**config.mk**
```make
export PLATFORM = sky130hd
export DESIGN_NAME = polyline_length_accumulator_core
export DESIGN_NICKNAME = d
export VERILOG_FILES = /design/src/hdl/pla_pkg.sv /design/src/hdl/pla_dp.sv /design/src/hdl/pla_ctrl.sv /design/src/hdl/polyline_length_accumulator_core.sv
export VERILOG_INCLUDE_DIRS = /design/src /design/src/hdl
export SDC_FILE = /design/constraint.sdc
export NUM_CORES = 1
export LEC_CHECK = 0
export ABC_AREA = 1
export BUFFER_PORTS_ARGS = -buffer_cell sky130_fd_sc_hd__buf_2
export CAP_MARGIN = 10
export CORE_MARGIN = 2
export CORE_UTILIZATION = 60
export DETAILED_ROUTE_END_ITERATION = 16
export PLACE_DENSITY = 0.77
export SLEW_MARGIN = 20
export SYNTH_ARGS = -nofsm -noshare
export SYNTH_HDL_FRONTEND = slang
export SYNTH_SLANG_ARGS = --single-unit
```
**constraint.sdc**
```tcl
create_clock -name i_clk -period 10.15 [get_ports i_clk]
set_input_delay 2.03 -clock i_clk [delete_from_list [all_inputs] [get_ports i_clk]]
set_output_delay 2.03 -clock i_clk [all_outputs]
set_load 0.01 [all_outputs]
```
**src/hdl/polyline_length_accumulator_core_defines.svh**
```systemverilog
// assertion helpers used by pla_ctrl
`ifndef POLYLINE_LENGTH_ACCUMULATOR_CORE_DEFINES_SVH
`define POLYLINE_LENGTH_ACCUMULATOR_CORE_DEFINES_SVH

// clocked check, held off during reset
`define PLA_ASSERT(label, prop, msg) \
    label: assert property (@(posedge i_clk) disable iff (!i_rst_n) prop) else $error(msg);

// clocked check that also holds during reset
`define PLA_ASSERT_ALWAYS(label, prop, msg) \
    label: assert property (@(posedge i_clk) prop) else $error(msg);

`endif

```
**src/hdl/pla_pkg.sv**
```systemverilog
package pla_pkg;

    localparam int COORD_W    = 16;
    localparam int LEN_W      = 32;
    localparam int CNT_W      = 16;
    // magnitude of a coordinate difference needs one more bit
    localparam int MAG_W      = COORD_W + 1;
    localparam int ROOT_STEPS = MAG_W;
    localparam int RAD_W      = 2 * ROOT_STEPS;
    localparam int REM_W      = ROOT_STEPS + 1;
    localparam int STEP_W     = $clog2(ROOT_STEPS);

    typedef struct packed {
        logic signed [COORD_W-1:0] x_coord;
        logic signed [COORD_W-1:0] y_coord;
        logic                      last_point;
    } t_point;

    typedef struct packed {
        logic [LEN_W-1:0] total_length;
        logic [CNT_W-1:0] segment_count;
    } t_result;

    typedef struct packed {
        logic load;
        logic sq_x;
        logic sq_y;
        logic step;
        logic acc;
        logic emit;
    } t_cmd;

    typedef struct packed {
        logic have_prev;
        logic last;
        logic out_free;
    } t_sts;

endpackage

```
**src/hdl/pla_dp.sv**
```systemverilog
module pla_dp
    import pla_pkg::*;
(
    input  logic    i_clk,
    input  logic    i_rst_n,
    input  t_cmd    i_cmd,
    output t_sts    o_sts,
    input  t_point  i_in_data,
    output logic    o_out_valid,
    input  logic    i_out_stall,
    output t_result o_out_data
);

    logic signed [COORD_W-1:0] r_prev_x, r_prev_y;
    logic                      r_have_prev;
    logic                      r_last;
    logic [MAG_W-1:0]          r_dx, r_dy;
    logic [RAD_W-1:0]          r_rad;
    logic [REM_W-1:0]          r_rem;
    logic [ROOT_STEPS-1:0]     r_root;
    logic [LEN_W-1:0]          r_sum;
    logic [CNT_W-1:0]          r_cnt;
    logic                      r_out_valid;
    t_result                   r_out;

    logic signed [MAG_W-1:0] diff_x, diff_y;
    logic [MAG_W-1:0]        mag_x, mag_y;
    logic [MAG_W-1:0]        mul_op;
    logic [RAD_W-1:0]        product;
    logic [REM_W+1:0]        rem_sh, trial, rem_sub;
    logic [LEN_W:0]          sum_ext;

    always_comb begin
        diff_x = MAG_W'(i_in_data.x_coord) - MAG_W'(r_prev_x);
        diff_y = MAG_W'(i_in_data.y_coord) - MAG_W'(r_prev_y);
        mag_x  = diff_x[MAG_W-1] ? MAG_W'(-diff_x) : MAG_W'(diff_x);
        mag_y  = diff_y[MAG_W-1] ? MAG_W'(-diff_y) : MAG_W'(diff_y);
        // one multiplier, shared between the two squares
        mul_op  = i_cmd.sq_x ? r_dx : r_dy;
        product = RAD_W'(mul_op) * RAD_W'(mul_op);
        // one result bit per step, two radicand bits shifted in
        rem_sh  = {r_rem, r_rad[RAD_W-1 -: 2]};
        trial   = (REM_W+2)'({r_root, 2'b01});
        rem_sub = rem_sh - trial;
        sum_ext = (LEN_W+1)'(r_sum) + (LEN_W+1)'(r_root);
    end

    always_ff @(posedge i_clk) begin
        if (!i_rst_n) begin
            r_prev_x    <= '0;
            r_prev_y    <= '0;
            r_have_prev <= 1'b0;
            r_last      <= 1'b0;
            r_sum       <= '0;
            r_cnt       <= '0;
            r_out_valid <= 1'b0;
        end else begin
            if (i_cmd.load) begin
                r_dx        <= mag_x;
                r_dy        <= mag_y;
                r_prev_x    <= i_in_data.x_coord;
                r_prev_y    <= i_in_data.y_coord;
                r_last      <= i_in_data.last_point;
                r_have_prev <= 1'b1;
            end
            if (i_cmd.sq_x) begin
                r_rad <= product;
            end
            if (i_cmd.sq_y) begin
                r_rad  <= r_rad + product;
                r_rem  <= '0;
                r_root <= '0;
            end
            if (i_cmd.step) begin
                r_rad <= {r_rad[RAD_W-3:0], 2'b00};
                if (rem_sh >= trial) begin
                    r_rem  <= rem_sub[REM_W-1:0];
                    r_root <= {r_root[ROOT_STEPS-2:0], 1'b1};
                end else begin
                    r_rem  <= rem_sh[REM_W-1:0];
                    r_root <= {r_root[ROOT_STEPS-2:0], 1'b0};
                end
            end
            if (i_cmd.acc) begin
                r_sum <= sum_ext[LEN_W] ? '1 : sum_ext[LEN_W-1:0];
                if (r_cnt != '1) begin
                    r_cnt <= r_cnt + CNT_W'(1);
                end
            end
            if (i_cmd.emit) begin
                r_out.total_length  <= r_sum;
                r_out.segment_count <= r_cnt;
                r_out_valid         <= 1'b1;
                // path done, start clean
                r_sum       <= '0;
                r_cnt       <= '0;
                r_prev_x    <= '0;
                r_prev_y    <= '0;
                r_have_prev <= 1'b0;
            end else if (r_out_valid && !i_out_stall) begin
                r_out_valid <= 1'b0;
            end
        end
    end

    assign o_sts.have_prev = r_have_prev;
    assign o_sts.last      = r_last;
    assign o_sts.out_free  = !r_out_valid || !i_out_stall;
    assign o_out_valid     = r_out_valid;
    assign o_out_data      = r_out;

endmodule

```
**src/hdl/pla_ctrl.sv**
```systemverilog
`include "polyline_length_accumulator_core_defines.svh"

module pla_ctrl
    import pla_pkg::*;
(
    input  logic i_clk,
    input  logic i_rst_n,
    input  logic i_in_valid,
    output logic o_in_stall,
    input  t_sts i_sts,
    output t_cmd o_cmd
);

    typedef enum logic [2:0] {
        S_IDLE,
        S_SQX,
        S_SQY,
        S_ROOT,
        S_ACC,
        S_FIN
    } t_state;

    t_state            r_state, n_state;
    logic [STEP_W-1:0] r_step, n_step;

    always_comb begin
        n_state = r_state;
        n_step  = r_step;
        o_cmd   = '0;
        case (r_state)
            S_IDLE: begin
                if (i_in_valid) begin
                    o_cmd.load = 1'b1;
                    // first point of a path has no segment
                    n_state = i_sts.have_prev ? S_SQX : S_FIN;
                end
            end
            S_SQX: begin
                o_cmd.sq_x = 1'b1;
                n_state    = S_SQY;
            end
            S_SQY: begin
                o_cmd.sq_y = 1'b1;
                n_step     = STEP_W'(ROOT_STEPS - 1);
                n_state    = S_ROOT;
            end
            S_ROOT: begin
                o_cmd.step = 1'b1;
                if (r_step == '0) begin
                    n_state = S_ACC;
                end else begin
                    n_step = r_step - STEP_W'(1);
                end
            end
            S_ACC: begin
                o_cmd.acc = 1'b1;
                n_state   = S_FIN;
            end
            S_FIN: begin
                if (!i_sts.last) begin
                    n_state = S_IDLE;
                end else if (i_sts.out_free) begin
                    o_cmd.emit = 1'b1;
                    n_state    = S_IDLE;
                end
            end
            default: begin
                n_state = S_IDLE;
            end
        endcase
    end

    always_ff @(posedge i_clk) begin
        if (!i_rst_n) begin
            r_state <= S_IDLE;
            r_step  <= '0;
        end else begin
            r_state <= n_state;
            r_step  <= n_step;
        end
    end

    assign o_in_stall = (r_state != S_IDLE);

    `PLA_ASSERT(a_one_cmd, $onehot0(o_cmd), "more than one datapath command at once")
    `PLA_ASSERT(a_emit_free, o_cmd.emit |-> i_sts.out_free, "result written over a pending one")
    `PLA_ASSERT(a_root_done, (r_state == S_ROOT && r_step == '0) |=> r_state == S_ACC, "root steps miscounted")
    `PLA_ASSERT(a_load_idle, o_cmd.load |-> !o_in_stall, "point loaded without a transfer")

endmodule

```
**src/hdl/polyline_length_accumulator_core.sv**
```systemverilog
// polyline length accumulator
// input channel: i_in_valid / o_in_stall carry one point (signed q8.8 x and y,
//   plus a last-point flag); a transfer happens when valid is high and stall low
// output channel: o_out_valid / i_out_stall carry one result per path, the total
//   length (unsigned q24.8, saturating) and the segment count (saturating)
// each point after the first of a path adds the truncated root of dx^2 + dy^2
// a point with a predecessor goes from its transfer to the next possible transfer
//   through S_SQX and S_SQY (two squares on the shared multiplier), S_ROOT (the
//   bit-serial square root, 17 result bits), S_ACC, S_FIN and back to S_IDLE
// the first point of a path goes from S_IDLE straight to S_FIN
// the result of a last point is written to the output register in S_FIN, and
//   the path state clears with it for the next path
// a finished result sits in an output register, so the next path can start
//   while it waits; a last point whose result finds that register still held
//   waits in the finish step until the receiver takes the earlier result
// reset clears the path state and drops any pending result
module polyline_length_accumulator_core
    import pla_pkg::*;
(
    input  logic    i_clk,
    input  logic    i_rst_n,
    input  logic    i_in_valid,
    output logic    o_in_stall,
    input  t_point  i_in_data,
    output logic    o_out_valid,
    input  logic    i_out_stall,
    output t_result o_out_data
);

    t_cmd cmd;
    t_sts sts;

    pla_ctrl u_ctrl (
        .i_clk      (i_clk),
        .i_rst_n    (i_rst_n),
        .i_in_valid (i_in_valid),
        .o_in_stall (o_in_stall),
        .i_sts      (sts),
        .o_cmd      (cmd)
    );

    pla_dp u_dp (
        .i_clk       (i_clk),
        .i_rst_n     (i_rst_n),
        .i_cmd       (cmd),
        .o_sts       (sts),
        .i_in_data   (i_in_data),
        .o_out_valid (o_out_valid),
        .i_out_stall (i_out_stall),
        .o_out_data  (o_out_data)
    );

endmodule

```
==> impl_metrics.tcl <==
set metrics [dict create \
    status "finished, final reports clean" \
    rsz0062_at_grt "no" \
    vias_per_cell 5.497 \
    post_dp_cell_area_um2 26150 \
    layout_skew_ns 0.03625 \
    syn_nets 3821 \
    synthCells 3378 \
    grt_max_degree 49 \
    finalHoldViolCount 0 \
    fmax_ghz 0.1110 \
    timing.critical_path.required_ns 10.46 \
    worst_slew_margin_rel 0.3825 \
    synthDistinctLibCells 55 \
    cp-start-kind "flip-flop" \
    floorplan.initialDensity 0.6050 \
    post_cts_resize_count 0 \
    max_slew.worst_pin.slew_ns 0.9263 \
    hold_depth 2 \
    design.portCount 87 \
    final_non_filler_cells 4016 \
    first_pass_iters 6 \
    num-nets-final 3895 \
    grt_pass1_wl_um 108800 \
    cts.htree.levels 1 \
    critical_path.reg2reg.endpoint "u_dp.r_rad[30]$_DFFE_PP_" \
    chipHeight_um 209.0 \
    area_taken_by_multi_input_logic_gates_um2 16190 \
    die_area_um2 43660 \
    r2r_setup_slk_ns 1.14 \
    place.detailed.instances 3961 \
    detail_route.drc_violations 0 \
    clk_root_buffer_cell "sky130_fd_sc_hd__clkbuf_16" \
    clock_sinks 242 \
    worst-endpoint-arrival_ns 9.32 \
    cts_buffers 28 \
    postSynth.topFlopCell "sky130_fd_sc_hd__edfxtp_1" \
    finalWeightedCongestion 0.9602 \
    tns_ns 0 \
    dp_hpwl_um 53050 \
    grtUsageTotal 0.3075 \
    cts_max_path_bufs 3 \
    area_delta_synth_final_pct 7.431 \
    number_of_global_route_vias_before_repair 22086 \
    postLayoutCoreUtil 0.6499 \
    share_of_cells_above_drive_strength_1 0.07168 \
    async_flop_share 0 \
    detail-route-antenna-nets 0 \
    die_w_um 209.0 \
    fin_crit_ns 9.011 \
    grt_antenna_before_repair 3 \
    synth_seq_cells 242 \
    nFillCells 3686 \
    critical_path.slowest_cell "sky130_fd_sc_hd__o21ai_1" \
    hold_start "u_dp.r_have_prev$_SDFFE_PP0P_" \
    critical_path_class "reg2reg" \
    first_iter_violations 1628 \
    cts_hold_buf 0 \
    clkLatencyLatePin_ns 0.60 \
    cap_violations 0 \
    syn-cell-area_um2 25210 \
    highest_fanout_seen_on_the_critical_path 33 \
    synth_top_area_share 0.1799 \
    routed-via-count 22074 \
    timing_max_transition_violations_final 0 \
    coreArea_um2 41670 \
    io_buffer_count 86 \
    layout.area.seq_um2 6356 \
    holdPathEnd "u_dp.r_have_prev$_SDFFE_PP0P_" \
    r2r-start "u_ctrl.r_state[0]$_SDFFE_PN0P_" \
    finalWirelength_um 66520 \
    routed_wire_length_per_instance_um 16.56 \
    fin_area_um2 27080 \
    reg2regPathDepth 34 \
    setup_viol_count_final 0 \
    min_path_type "reg2reg" \
    grt_overflow 0 \
    avgSynthCellArea_um2 7.462 \
    synth-edff-count 151 \
    finalCritPeriodShare 0.8877 \
    synthesis_warnings 0 \
    timing.critical_path.slowest_cell_delay_ns 0.79 \
    critical_path.most_common_cell "sky130_fd_sc_hd__fa_1" \
    sequential_to_total_area_share_from_yosys_stat 0.2522 \
    cts.clk_slew.worst_paths_ns 0.06 \
    synth_area_leaders "sky130_fd_sc_hd__edfxtp_1 18%, sky130_fd_sc_hd__fa_1 15%, sky130_fd_sc_hd__nand2_1 13%, sky130_fd_sc_hd__ha_1 10%, sky130_fd_sc_hd__inv_1 9.2%" \
    endpoint_kind "flip-flop" \
    cts_setup_buffers 0 \
    netlist.top_cell.by_area "sky130_fd_sc_hd__edfxtp_1" \
    rows 75 \
    tritoncts "built" \
]
## synthesized netlist by cell type, types with 11 or more instances
library cell	number
sky130_fd_sc_hd__and2_1	13
sky130_fd_sc_hd__inv_1	616
sky130_fd_sc_hd__nor2_2	27
sky130_fd_sc_hd__edfxtp_1	151
sky130_fd_sc_hd__xnor2_1	29
sky130_fd_sc_hd__a31oi_1	12
sky130_fd_sc_hd__nand3_1	171
sky130_fd_sc_hd__dfxtp_1	91
sky130_fd_sc_hd__xor2_1	62
sky130_fd_sc_hd__nand2_1	845
sky130_fd_sc_hd__buf_2	15
sky130_fd_sc_hd__o21bai_1	14
sky130_fd_sc_hd__nor3_1	42
sky130_fd_sc_hd__nor2_1	316
sky130_fd_sc_hd__nand4_1	28
sky130_fd_sc_hd__nand3b_1	24
sky130_fd_sc_hd__a21oi_1	226
sky130_fd_sc_hd__inv_2	21
sky130_fd_sc_hd__clkbuf_1	27
sky130_fd_sc_hd__ha_1	211
sky130_fd_sc_hd__o21ai_0	116
sky130_fd_sc_hd__o21ai_1	11
sky130_fd_sc_hd__fa_1	195
## sequential cells by signal (all words and copies together) (netlist names)
signal and cells:
u_ctrl.r_step 5, u_dp.r_rad 34, u_dp.r_prev_x 16, u_dp.r_dy 17
u_ctrl.r_state 3, u_dp.o_out_valid 1, u_dp.r_cnt 16, u_dp.r_dx 17
u_dp.r_sum 32, u_dp.r_prev_y 16, u_dp.r_last 1, u_dp.r_root 17
u_dp.r_rem 18, u_dp.r_have_prev 1, u_dp.o_out_data 48
## metrics by stage
stage / worst slack, ns / hold slack (ns)
4_1_cts: 1.162 / 0.4555
3_3_place_gp: 1.423 / 0.4477
2_1_floorplan: 2.653 / 0.4265
6_report: 1.139 / 0.4519
3_5_place_dp: 1.231 / 0.4470
5_1_grt: 0.5416 / 0.4680
## worst max path at each step
stage                                              start  cells after the start                  endpoint
final                     u_ctrl.r_state[0]$_SDFFE_PN0P_                     34  u_dp.r_rad[30]$_DFFE_PP_
after detailed placement  u_ctrl.r_state[0]$_SDFFE_PN0P_                     34  u_dp.r_rad[30]$_DFFE_PP_
after global routing      u_ctrl.r_state[0]$_SDFFE_PN0P_                     34  u_dp.r_rad[30]$_DFFE_PP_
after CTS                 u_ctrl.r_state[0]$_SDFFE_PN0P_                     34  u_dp.r_rad[30]$_DFFE_PP_
after global placement    u_ctrl.r_state[0]$_SDFFE_PN0P_                     34  u_dp.r_rad[30]$_DFFE_PP_
after floorplan           u_ctrl.r_state[0]$_SDFFE_PN0P_                     39  u_dp.r_rad[29]$_DFFE_PP_
## cell type report
class / instances / area share
tap: 539 / 0.02491
multi-input combinational: 2442 / 0.5979
clock inverter: 17 / 0.006515
clock buffer: 35 / 0.02759
timing repair buffer: 97 / 0.01894
inverter: 641 / 0.08913
antenna: 3 / 0.0002772
sequential: 242 / 0.2347
## cell families after synthesis
| group | synth area share |
|---|---|
| XOR/XNOR | 0.03162 |
| flip-flops | 0.2522 |
| AND/OR/NAND/NOR | 0.2528 |
| AO/OA/AOI/OAI | 0.09715 |
| adder cells (fa/ha/maj) | 0.2596 |
| buffers and inverters | 0.1066 |
## layer usage
metal / vias to the layer above / part of all wire / track usage
li1: 10837 / - / -
met1: 10408 / 0.42 / 0.3919
met2: 674 / 0.48 / 0.5346
met3: 155 / 0.052 / 0.03607
met4: 0 / 0.042 / 0.1234
met5: - / 0 / 0
## worst max-delay path, delay by kind of cell (launching register included)
kind	cells	cell delay, ns
buf+inv	7	0.67
fa+ha+maj	8	3.74
flops	1	0.42
simple gates	13	1.92
compound gates	5	1.65
xor+xnor	1	0.29
## layout by cell type (no fill, tap or decap), types with 21 or more instances in the layout
master | Yosys | layout
sky130_fd_sc_hd__xor2_1 | 62 | 62
sky130_fd_sc_hd__edfxtp_1 | 151 | 151
sky130_fd_sc_hd__buf_2 | 15 | 86
sky130_fd_sc_hd__inv_2 | 21 | 21
sky130_fd_sc_hd__clkbuf_16 | 0 | 28
sky130_fd_sc_hd__inv_1 | 616 | 616
sky130_fd_sc_hd__fa_1 | 195 | 195
sky130_fd_sc_hd__nand3b_1 | 24 | 24
sky130_fd_sc_hd__nor3_1 | 42 | 40
sky130_fd_sc_hd__xnor2_1 | 29 | 29
sky130_fd_sc_hd__nand4_1 | 28 | 28
sky130_fd_sc_hd__o21ai_0 | 116 | 116
sky130_fd_sc_hd__nor2_1 | 316 | 313
sky130_fd_sc_hd__ha_1 | 211 | 211
sky130_fd_sc_hd__dfxtp_1 | 91 | 91
sky130_fd_sc_hd__a21oi_1 | 226 | 226
sky130_fd_sc_hd__nor2_2 | 27 | 30
sky130_fd_sc_hd__nand2_1 | 845 | 845
sky130_fd_sc_hd__nand3_1 | 171 | 171
Power is left out: the tool's default activity adds up to more than one toggle a clock period on the data nets, which glitch-free logic cannot reach.
